===== config.mk =====
export PLATFORM = sky130hd
export DESIGN_NAME = jpeg_colour_to_rgb_top
export DESIGN_NICKNAME = d
export VERILOG_FILES = /design/src/hw/rtl/jc2rgb_pkg.sv /design/src/hw/rtl/jpeg_colour_to_rgb_top.sv
export VERILOG_INCLUDE_DIRS = /design/src /design/src/hw/rtl
export SDC_FILE = /design/constraint.sdc
export NUM_CORES = 2
export LEC_CHECK = 0
export BUFFER_PORTS_ARGS = -buffer_cell sky130_fd_sc_hd__buf_2
export CAP_MARGIN = 15
export CORE_UTILIZATION = 55
export DETAILED_ROUTE_END_ITERATION = 8
export GPL_TIMING_DRIVEN = 0
export PLACE_DENSITY_LB_ADDON = 0.12
export SYNTH_ARGS = -nofsm -noshare
export SYNTH_HDL_FRONTEND = slang
export SYNTH_SLANG_ARGS = --single-unit
export TNS_END_PERCENT = 100

===== constraint.sdc =====
create_clock -name i_clk -period 7.6 [get_ports i_clk]
set_clock_uncertainty 0.05 [all_clocks]
set_input_delay 1.14 -clock i_clk [delete_from_list [all_inputs] [get_ports i_clk]]
set_output_delay 1.14 -clock i_clk [all_outputs]
set_load 0.1 [all_outputs]

===== src/hw/rtl/jpeg_colour_to_rgb_top_defines.svh =====
// Assertion macros for the colour converter top level.
// Taken in by `include; needs nothing else.
`ifndef JPEG_COLOUR_TO_RGB_TOP_DEFINES_SVH
`define JPEG_COLOUR_TO_RGB_TOP_DEFINES_SVH

// Same-cycle implication, disabled while reset is low.
`define JC_ASSERT_NOW(label, clk, rst_n, ante, cons) \
    label: assert property (@(posedge clk) disable iff (!rst_n) (ante) |-> (cons)) \
        else $error("colour converter check failed");

// Next-cycle implication, disabled while reset is low.
`define JC_ASSERT_NEXT(label, clk, rst_n, ante, cons) \
    label: assert property (@(posedge clk) disable iff (!rst_n) (ante) |=> (cons)) \
        else $error("colour converter check failed");

`endif


===== src/hw/rtl/jc2rgb_pkg.sv =====
// Types, constants and per-channel helper functions for the colour converter.
// No dependencies.
package jc2rgb_pkg;

    localparam int QW   = 27;
    localparam int NUMW = 36;

    typedef logic signed [QW-1:0]   t_q;
    typedef logic signed [NUMW-1:0] t_num;
    typedef logic [1:0]             t_mode;

    localparam t_mode MODE_GRAY  = 2'd0;
    localparam t_mode MODE_YCC   = 2'd1;
    localparam t_mode MODE_YCCK  = 2'd2;
    localparam t_mode MODE_RESET = MODE_YCC;

    localparam logic REG_COLOUR_MODE = 1'b0;

    localparam t_q COEF_CR_R  = 27'sd91881;
    localparam t_q COEF_CB_G  = 27'sd22554;
    localparam t_q COEF_CR_G  = 27'sd46802;
    localparam t_q COEF_CB_B  = 27'sd116130;
    localparam t_q FULL_SCALE = 27'sd16711680;

    localparam logic [16:0] SAT_LIMIT = 17'd65280;

    // Q16 value to byte: drop fraction, saturate at 0 and 255.
    function automatic logic [7:0] clamp_q16(input t_q v);
        logic [7:0] res;
        res = 8'd0;
        if (v <= 0) begin
            res = 8'd0;
        end else if (v[QW-2:24] != '0) begin
            res = 8'd255;
        end else begin
            res = v[23:16];
        end
        return res;
    endfunction

    // (255*2^16 - X) * K / (255*2^16): shift by 16, then divide by 255.
    function automatic logic [7:0] ycck_div(input t_num num);
        logic [16:0] t;
        logic [15:0] s;
        logic [7:0]  res;
        t   = num[32:16];
        s   = t[15:0] + 16'(t[15:8]) + 16'd1;
        res = 8'd0;
        if (num <= 0) begin
            res = 8'd0;
        end else if (t >= SAT_LIMIT) begin
            res = 8'd255;
        end else begin
            res = s[15:8];
        end
        return res;
    endfunction

endpackage


===== src/hw/rtl/jpeg_colour_to_rgb_top.sv =====
// Colour converter top level: four-stage pipeline from Y/Cb/Cr/K samples to RGB.
// Depends on jc2rgb_pkg and jpeg_colour_to_rgb_top_defines.svh.
//
// Usage:
//   Input channel: i_valid / o_stall carry one pixel's samples per beat
//   (i_luma, i_chroma_blue, i_chroma_red, i_black_level). A beat is taken
//   at a rising edge with i_valid high and o_stall low.
//   Output channel: o_valid / i_stall carry one RGB beat (o_red, o_green,
//   o_blue) per input beat, in order.
//   APB port: one register, colour_mode at byte address 0 (0 gray copy,
//   1 YCbCr, 2 YCCK, 3 treated as YCbCr). Write it only while idle.
//   Path: a taken beat moves through stages A, B, C and D in order.
//   Throughput: one pixel per cycle unless i_stall holds the output; the
//   constant multiplies, the Q16 sums, the 27x9 K multiply and the
//   divide-by-255 each own one stage.
//   Reset (synchronous, active low) empties the pipeline and sets
//   colour_mode to YCbCr.
//   When the receiver stalls, the output beat holds; earlier stages keep
//   filling bubbles, and o_stall rises only once all four stages are full.
`include "jpeg_colour_to_rgb_top_defines.svh"

module jpeg_colour_to_rgb_top (
    input  logic        i_clk,
    input  logic        i_rst_n,
    input  logic        i_valid,
    output logic        o_stall,
    input  logic [7:0]  i_luma,
    input  logic [7:0]  i_chroma_blue,
    input  logic [7:0]  i_chroma_red,
    input  logic [7:0]  i_black_level,
    output logic        o_valid,
    input  logic        i_stall,
    output logic [7:0]  o_red,
    output logic [7:0]  o_green,
    output logic [7:0]  o_blue,
    input  logic        psel,
    input  logic        penable,
    input  logic        pwrite,
    input  logic [2:0]  paddr,
    input  logic [31:0] pwdata,
    output logic [31:0] prdata,
    output logic        pready
);

    jc2rgb_pkg::t_mode r_mode;

    logic r_a_valid, r_b_valid, r_c_valid, r_d_valid;
    logic w_en_a, w_en_b, w_en_c, w_en_d;
    logic w_in_acc, w_out_acc;
    logic [3:0] w_occ;

    // stage A: constant products
    jc2rgb_pkg::t_q    r_a_pr, r_a_pgb, r_a_pgr, r_a_pb;
    logic [7:0]        r_a_y, r_a_k;
    jc2rgb_pkg::t_mode r_a_mode;
    jc2rgb_pkg::t_q    n_a_pr, n_a_pgb, n_a_pgr, n_a_pb;
    logic signed [8:0] w_cb, w_cr;

    // stage B: Q16 channel values
    jc2rgb_pkg::t_q    r_b_rq, r_b_gq, r_b_bq;
    logic [7:0]        r_b_y, r_b_k;
    jc2rgb_pkg::t_mode r_b_mode;
    jc2rgb_pkg::t_q    n_b_rq, n_b_gq, n_b_bq, w_y_q16;

    // stage C: clamped YCbCr bytes and YCCK products
    logic [7:0]         r_c_rc, r_c_gc, r_c_bc, r_c_y;
    jc2rgb_pkg::t_num   r_c_rn, r_c_gn, r_c_bn;
    jc2rgb_pkg::t_mode  r_c_mode;
    jc2rgb_pkg::t_num   n_c_rn, n_c_gn, n_c_bn;
    logic signed [8:0]  w_k_s;

    // stage D: output beat
    logic [7:0]        r_red, r_green, r_blue;
    jc2rgb_pkg::t_mode r_d_mode;
    logic [7:0]        n_red, n_green, n_blue;

    assign pready = 1'b1;
    assign prdata = (paddr[2] == jc2rgb_pkg::REG_COLOUR_MODE) ? {30'd0, r_mode} : 32'd0;

    always_ff @(posedge i_clk) begin
        if (!i_rst_n) begin
            r_mode <= jc2rgb_pkg::MODE_RESET;
        end else if (psel && penable && pwrite && pready
                     && paddr[2] == jc2rgb_pkg::REG_COLOUR_MODE) begin
            r_mode <= pwdata[1:0];
        end
    end

    assign w_en_d    = !r_d_valid || !i_stall;
    assign w_en_c    = !r_c_valid || w_en_d;
    assign w_en_b    = !r_b_valid || w_en_c;
    assign w_en_a    = !r_a_valid || w_en_b;
    assign o_stall   = !w_en_a;
    assign w_in_acc  = i_valid && !o_stall;
    assign w_out_acc = o_valid && !i_stall;
    assign w_occ     = {r_a_valid, r_b_valid, r_c_valid, r_d_valid};

    always_ff @(posedge i_clk) begin
        if (!i_rst_n) begin
            r_a_valid <= 1'b0;
            r_b_valid <= 1'b0;
            r_c_valid <= 1'b0;
            r_d_valid <= 1'b0;
        end else begin
            if (w_en_a) begin
                r_a_valid <= i_valid;
            end
            if (w_en_b) begin
                r_b_valid <= r_a_valid;
            end
            if (w_en_c) begin
                r_c_valid <= r_b_valid;
            end
            if (w_en_d) begin
                r_d_valid <= r_c_valid;
            end
        end
    end

    always_comb begin
        w_cb    = $signed({1'b0, i_chroma_blue}) - 9'sd128;
        w_cr    = $signed({1'b0, i_chroma_red}) - 9'sd128;
        n_a_pr  = jc2rgb_pkg::t_q'(w_cr) * jc2rgb_pkg::COEF_CR_R;
        n_a_pgb = jc2rgb_pkg::t_q'(w_cb) * jc2rgb_pkg::COEF_CB_G;
        n_a_pgr = jc2rgb_pkg::t_q'(w_cr) * jc2rgb_pkg::COEF_CR_G;
        n_a_pb  = jc2rgb_pkg::t_q'(w_cb) * jc2rgb_pkg::COEF_CB_B;
    end

    always_comb begin
        w_y_q16 = $signed(jc2rgb_pkg::QW'({r_a_y, 16'h0000}));
        n_b_rq  = w_y_q16 + r_a_pr;
        n_b_gq  = w_y_q16 - r_a_pgb - r_a_pgr;
        n_b_bq  = w_y_q16 + r_a_pb;
    end

    always_comb begin
        w_k_s  = $signed({1'b0, r_b_k});
        n_c_rn = jc2rgb_pkg::t_num'(jc2rgb_pkg::FULL_SCALE - r_b_rq)
                 * jc2rgb_pkg::t_num'(w_k_s);
        n_c_gn = jc2rgb_pkg::t_num'(jc2rgb_pkg::FULL_SCALE - r_b_gq)
                 * jc2rgb_pkg::t_num'(w_k_s);
        n_c_bn = jc2rgb_pkg::t_num'(jc2rgb_pkg::FULL_SCALE - r_b_bq)
                 * jc2rgb_pkg::t_num'(w_k_s);
    end

    always_comb begin
        case (r_c_mode)
            jc2rgb_pkg::MODE_GRAY: begin
                n_red   = r_c_y;
                n_green = r_c_y;
                n_blue  = r_c_y;
            end
            jc2rgb_pkg::MODE_YCCK: begin
                n_red   = jc2rgb_pkg::ycck_div(r_c_rn);
                n_green = jc2rgb_pkg::ycck_div(r_c_gn);
                n_blue  = jc2rgb_pkg::ycck_div(r_c_bn);
            end
            default: begin
                n_red   = r_c_rc;
                n_green = r_c_gc;
                n_blue  = r_c_bc;
            end
        endcase
    end

    always_ff @(posedge i_clk) begin
        if (w_en_a) begin
            r_a_pr   <= n_a_pr;
            r_a_pgb  <= n_a_pgb;
            r_a_pgr  <= n_a_pgr;
            r_a_pb   <= n_a_pb;
            r_a_y    <= i_luma;
            r_a_k    <= i_black_level;
            r_a_mode <= r_mode;
        end
        if (w_en_b) begin
            r_b_rq   <= n_b_rq;
            r_b_gq   <= n_b_gq;
            r_b_bq   <= n_b_bq;
            r_b_y    <= r_a_y;
            r_b_k    <= r_a_k;
            r_b_mode <= r_a_mode;
        end
        if (w_en_c) begin
            r_c_rc   <= jc2rgb_pkg::clamp_q16(r_b_rq);
            r_c_gc   <= jc2rgb_pkg::clamp_q16(r_b_gq);
            r_c_bc   <= jc2rgb_pkg::clamp_q16(r_b_bq);
            r_c_rn   <= n_c_rn;
            r_c_gn   <= n_c_gn;
            r_c_bn   <= n_c_bn;
            r_c_y    <= r_b_y;
            r_c_mode <= r_b_mode;
        end
        if (w_en_d) begin
            r_red    <= n_red;
            r_green  <= n_green;
            r_blue   <= n_blue;
            r_d_mode <= r_c_mode;
        end
    end

    assign o_valid = r_d_valid;
    assign o_red   = r_red;
    assign o_green = r_green;
    assign o_blue  = r_blue;

    `JC_ASSERT_NOW(a_stall_full, i_clk, i_rst_n, o_stall, w_occ == 4'hF && i_stall)
    `JC_ASSERT_NEXT(a_count_kept, i_clk, i_rst_n, !w_in_acc && !w_out_acc, $countones(w_occ) == $past($countones(w_occ)))
    `JC_ASSERT_NOW(a_gray_equal, i_clk, i_rst_n, o_valid && r_d_mode == jc2rgb_pkg::MODE_GRAY, o_red == o_green && o_green == o_blue)

endmodule

; ---- Word-level counts from Yosys, hierarchy flattened
; Index checks and enable logic that the tools add are counted.
[totals]
out_inout_bits = 59
inputBits = 74
wordCells = 92
regBits = 394
[op_classes]
n_addsub = 15
n_reduce_logical = 17
magnitude_cmp = 9
multipliers = 7
n_eq_ne = 1
bitwise_logic = 1
n_mux = 13
[op_table]
columns = operator, n
row1 = $le 36x1->1 const B, 3
row2 = $mul 28x9->36, 3
row3 = $sub 25x27->28 const A, 3
row4 = $le 27x1->1 const B, 3
row5 = $mux 8, 9
row6 = $add 25x27->27, 2
row7 = $ge 17x16->1 const B, 3
row8 = $add 16x1->16 const B, 3
row9 = $add 16x8->16, 3
row10 = $pmux 8 s2, 3
row11 = $mul 9x18->27 const B, 1
row12 = $sub 25x27->27, 1
row13 = $sub 27x27->27, 1
row14 = $mul 9x17->26 const B, 1
row15 = $mul 9x16->25 const B, 1
row16 = $mul 9x15->24 const B, 1
row17 = $sub 8x8->9 const B, 2
row18 = $logic_not 1->1, 6
row19 = $reduce_bool 2->1, 3
row20 = $logic_or 1x1->1, 4
row21 = $logic_and 1x1->1, 3
row22 = $eq 2x2->1 const B, 1
row23 = $logic_not 2->1, 1
row24 = $mux 2, 1
row25 = $not 1->1, 1

; ---- Logic depth before layout (Yosys ltp)
[depth]
word_depth = 6
depth_mapped = 27

; ---- Worst setup path after synthesis
; Ideal clock, no wire load.
[synth_timing]
path_kind = input to output
startpoint = input port i_stall
endpoint = output port o_stall
path_buffers = 0
t_arrival_ns = 5.884
cell_stages = 3
path_slack_ns = 0.526
path_cell_list = and3_1 > nand3_1 > inv_1
[synth_between]
elab_chain_len = 6
[synth_rtl]
columns = element, line_no
row1 = "start, declared", jpeg_colour_to_rgb_top.sv:32  ; input logic i_stall,
row2 = $logic_not 1->1, n/a
row3 = $logic_or 1x1->1, jpeg_colour_to_rgb_top.sv:89  ; assign w_en_d = !r_d_valid || !i_stall;
row4 = $logic_or 1x1->1, jpeg_colour_to_rgb_top.sv:90  ; assign w_en_c = !r_c_valid || w_en_d;
row5 = $logic_or 1x1->1, jpeg_colour_to_rgb_top.sv:91  ; assign w_en_b = !r_b_valid || w_en_c;
row6 = $logic_or 1x1->1, jpeg_colour_to_rgb_top.sv:92  ; assign w_en_a = !r_a_valid || w_en_b;
row7 = $logic_not 1->1, jpeg_colour_to_rgb_top.sv:93  ; assign o_stall = !w_en_a;
row8 = "end, declared", jpeg_colour_to_rgb_top.sv:26  ; output logic o_stall,
; Every way passes these cells.

; ---- Worst setup path in the final report
[layout_timing]
startpoint = register r_b_bq[8]
endpoint = register r_c_bn[34], data pin
[layout_between]
elab_chain_len = 2
[layout_rtl]
columns = element, line_no
row1 = "start, declared", jpeg_colour_to_rgb_top.sv:60  ; jc2rgb_pkg::t_q r_b_rq, r_b_gq, r_b_bq;
row2 = "start signal, assigned", jpeg_colour_to_rgb_top.sv:179  ; r_b_bq <= n_b_bq;
row3 = $sub 25x27->28, jpeg_colour_to_rgb_top.sv:142  ; n_c_bn = jc2rgb_pkg::t_num'(jc2rgb_pkg::FULL_SCALE - r_b_bq)
row4 = $mul 28x9->36, jpeg_colour_to_rgb_top.sv:143  ; * jc2rgb_pkg::t_num'(w_k_s);
row5 = net n_c_bn[34], jpeg_colour_to_rgb_top.sv:69  ; jc2rgb_pkg::t_num n_c_rn, n_c_gn, n_c_bn;
row6 = "end signal, assigned", jpeg_colour_to_rgb_top.sv:190  ; r_c_bn <= n_c_bn;
row7 = "end, declared", jpeg_colour_to_rgb_top.sv:67  ; jc2rgb_pkg::t_num r_c_rn, r_c_gn, r_c_bn;
; The timed path passes the listed nets, and every way through them passes these cells.
; A chain may end at the register's enable or synchronous reset.

==> out/qor.txt <==
io pins = 133
slowest cell delay on critical path = 0.55 ns
via count = 32850
CTS tree = done
initial core utilization = 55.56%
CTS Buf Count = 46
synthesized area per cell = 10.01 um2
R2R Path Start = r_b_bq[8]
port buffer count = 69
Post-synth EDFFs = 372
fmax = 132.9 MHz
Cells after Synth = 4724
gr ovfl total = 0
CTS clk-pin slew, worst paths = 0.06 ns
max-cap violations = 0
top cells by area, synth = fa_1 26%, edfxtp_1 24%, ha_1 14%
initial antenna violation count = 5
share of cells above drive strength 1 = 5.344%
Post-Syn Area = 47310 um2
pre-CTS WS = -0.8156 ns
detailed placement HPWL = 98010 um
core area = 85150 um2
Root Driver = clkbuf_16
max-slew violation total from the final report = 0
HP Start = r_b_y[0]
vias in the first global route = 32910
status = finished clean
Most used DFF post-synth = edfxtp_1
Final Hold Fails = 0
Reg2Reg Setup Slack = 0.08 ns
most frequent cells after synthesis = 993 x inv_1, 624 x fa_1, 546 x ha_1
Seq/Total Area, Yosys = 23.87%
First-pass DRT Iterations = 5
Post-Layout Cell Count = 6066
final instance area = 51320 um2
DRC = 0
R2R Path End = r_c_bn[34]
unrepaired setup endpoints after global routing = true
ANT nets after route = 0
top cell type's share of synthesized area = 26.40%
Yosys reg bits = 378
Async S/R FF share, synth = 0%
Rel. slew slack = 14.15%
WL/cell = 19.90 um
slew of the pin with the lowest slew margin = 1.288 ns
Skew-Pair Late Insertion Delay = 0.63 ns
Ys Warns = 0
first-pass GRT wire length = 188700 um
placer congestion estimate = 0.9419
crit start category = flip-flop
Hold Path Class = flip-flop to flip-flop
library cells used by synthesis = 70
most common cell in the netlist = inv_1
Starting DRT DRC Count = 2255
DIE AREA = 87200 um2
Core Rows = 107
Die H = 295.3 um
crit share post-route = 98.97%
Layout area overhead = 8.481%
critical path class = flip-flop to flip-flop
Worst Path Max Fanout = 8
largest area contributor in the netlist = fa_1
fin nets = 6128
Inst Count DP = 5973
setup ws final = 0.07825 ns
Vias per Instance = 5.415
final setup vio count = 0
most used cell, CP = fa_1
GRT Overall Usage = 28.58%
CTS sink cnt = 378
Placed Instance Area = 49380 um2
Post-Route WL = 120700 um
chip width = 295.3 um
hold buffer count at CTS = 0
Crit-path slowest cell = fa_1
Hold Path Sink = r_c_y[0]
crit-path cells = or4_4 > or3_4 > or4_4 > nand3_1 > xor2_4 > nand2_1 > fa_1 > inv_1 > fa_1 > fa_1 > inv_1 > fa_1 > inv_1 > ha_1 > and2_1 > and4_1 > nand3_1 > a2111oi_4 > o21ai_0 > a211oi_1 > nor3_1 > xnor2_2
htree depth = 2
hold path depth = 0
CP endpoint kind = flip-flop
largest net degree at the start of global routing = 81
crit path time final = 7.522 ns
WP data arrival = 7.87 ns
Clock Path Buffers = 3
reg2reg path depth = 22
WP data required = 7.95 ns
==> layout make-up <==
type	instances	area (um2)
Multi-Input combinational cell	3253	32170
Tap cell	1144	1431
Timing Repair Buffer	83	565.5
Sequential cell	378	11290
Fill cell	7353	33820
Antenna cell	1	2.502
Clock buffer	52	1174
Inverter	993	3732
Buffer	129	604.3
Clock inverter	33	355.3
==> layer usage <==
metal / up-vias / GRT usage (%) / wire, um
li1: 15430 / - / -
met1: 16130 / 41.44 / 54220
met2: 1125 / 43.15 / 52250
met3: 158 / 5.728 / 10200
met4: 8 / 8.897 / 4022
met5: - / 0 / 46
==> logic make-up (layout without fill, tap and decap cells) <==
group / after synthesis / in the layout / share of synthesized area (%)
other cells: 2 / 32 / 0.01587
mux: 2 / 2 / 0.04232
compound gates: 565 / 565 / 7.841
buf+inv: 1122 / 1290 / 9.151
flops: 378 / 378 / 23.87
xor+xnor: 297 / 297 / 5.562
simple gates: 1188 / 1188 / 12.68
fa+ha+maj: 1170 / 1170 / 40.84
==> critical path: cells and delay by family, from the launching register on <==
kind,cells,cell delay (ns)
xor+xnor,2,0.63
compound gates,3,0.99
buf+inv,3,0.17
simple gates,9,2.56
flops,1,0.50
fa+ha+maj,5,2.39
==> layout by cell type, fill, tap and decap left out, types with 99 or more instances in the layout <==
master and count:
inv_1 992, xnor2_1 173, edfxtp_1 372, a21oi_1 181
fa_1 624, and2_1 338, ha_1 546, nor2_1 129
nand2_1 422, clkbuf_1 99
==> timing repair <==
item	CTS	global route
buffers inserted	0	5
resized for setup	12	37
hold endpoints to repair	0	0
endpoints found under the setup margin	8	25
pin swaps	0	4
==> through the flow <==
stage	utilization, %	hold WS (ns)	TNS (ns)
after floorplan	-	0.3503	0
after global placement	57.78	0.3506	-1.748
after detailed placement	57.99	0.3545	-1.728
after CTS	59.88	0.3630	-0.02907
after global routing	60.27	0.3697	-0.1021
final	60.28	0.3613	0
==> worst max-delay path by stage <==
stage,end,from,depth (start not counted)
global route,r_c_bn[34],r_b_bq[8],22
global placement,r_c_bn[34],r_b_bq[8],22
finish,r_c_bn[34],r_b_bq[8],22
CTS,r_c_bn[34],r_b_bq[8],23
floorplan,o_stall,i_stall,3
detailed placement,r_c_bn[34],r_b_bq[8],23
==> flip-flops by register name, summed over array words and instances, names as in the netlist, 18 cells and up <==
signal,flops
r_b_bq,26
r_a_pgb,22
r_b_gq,26
r_c_rn,36
r_a_pb,26
r_a_pgr,18
r_b_rq,27
r_a_pr,27
r_c_bn,35
r_c_gn,35
Power is not shown: default switching activity piles up to over one toggle a cycle in this logic, so the estimate is an artifact.
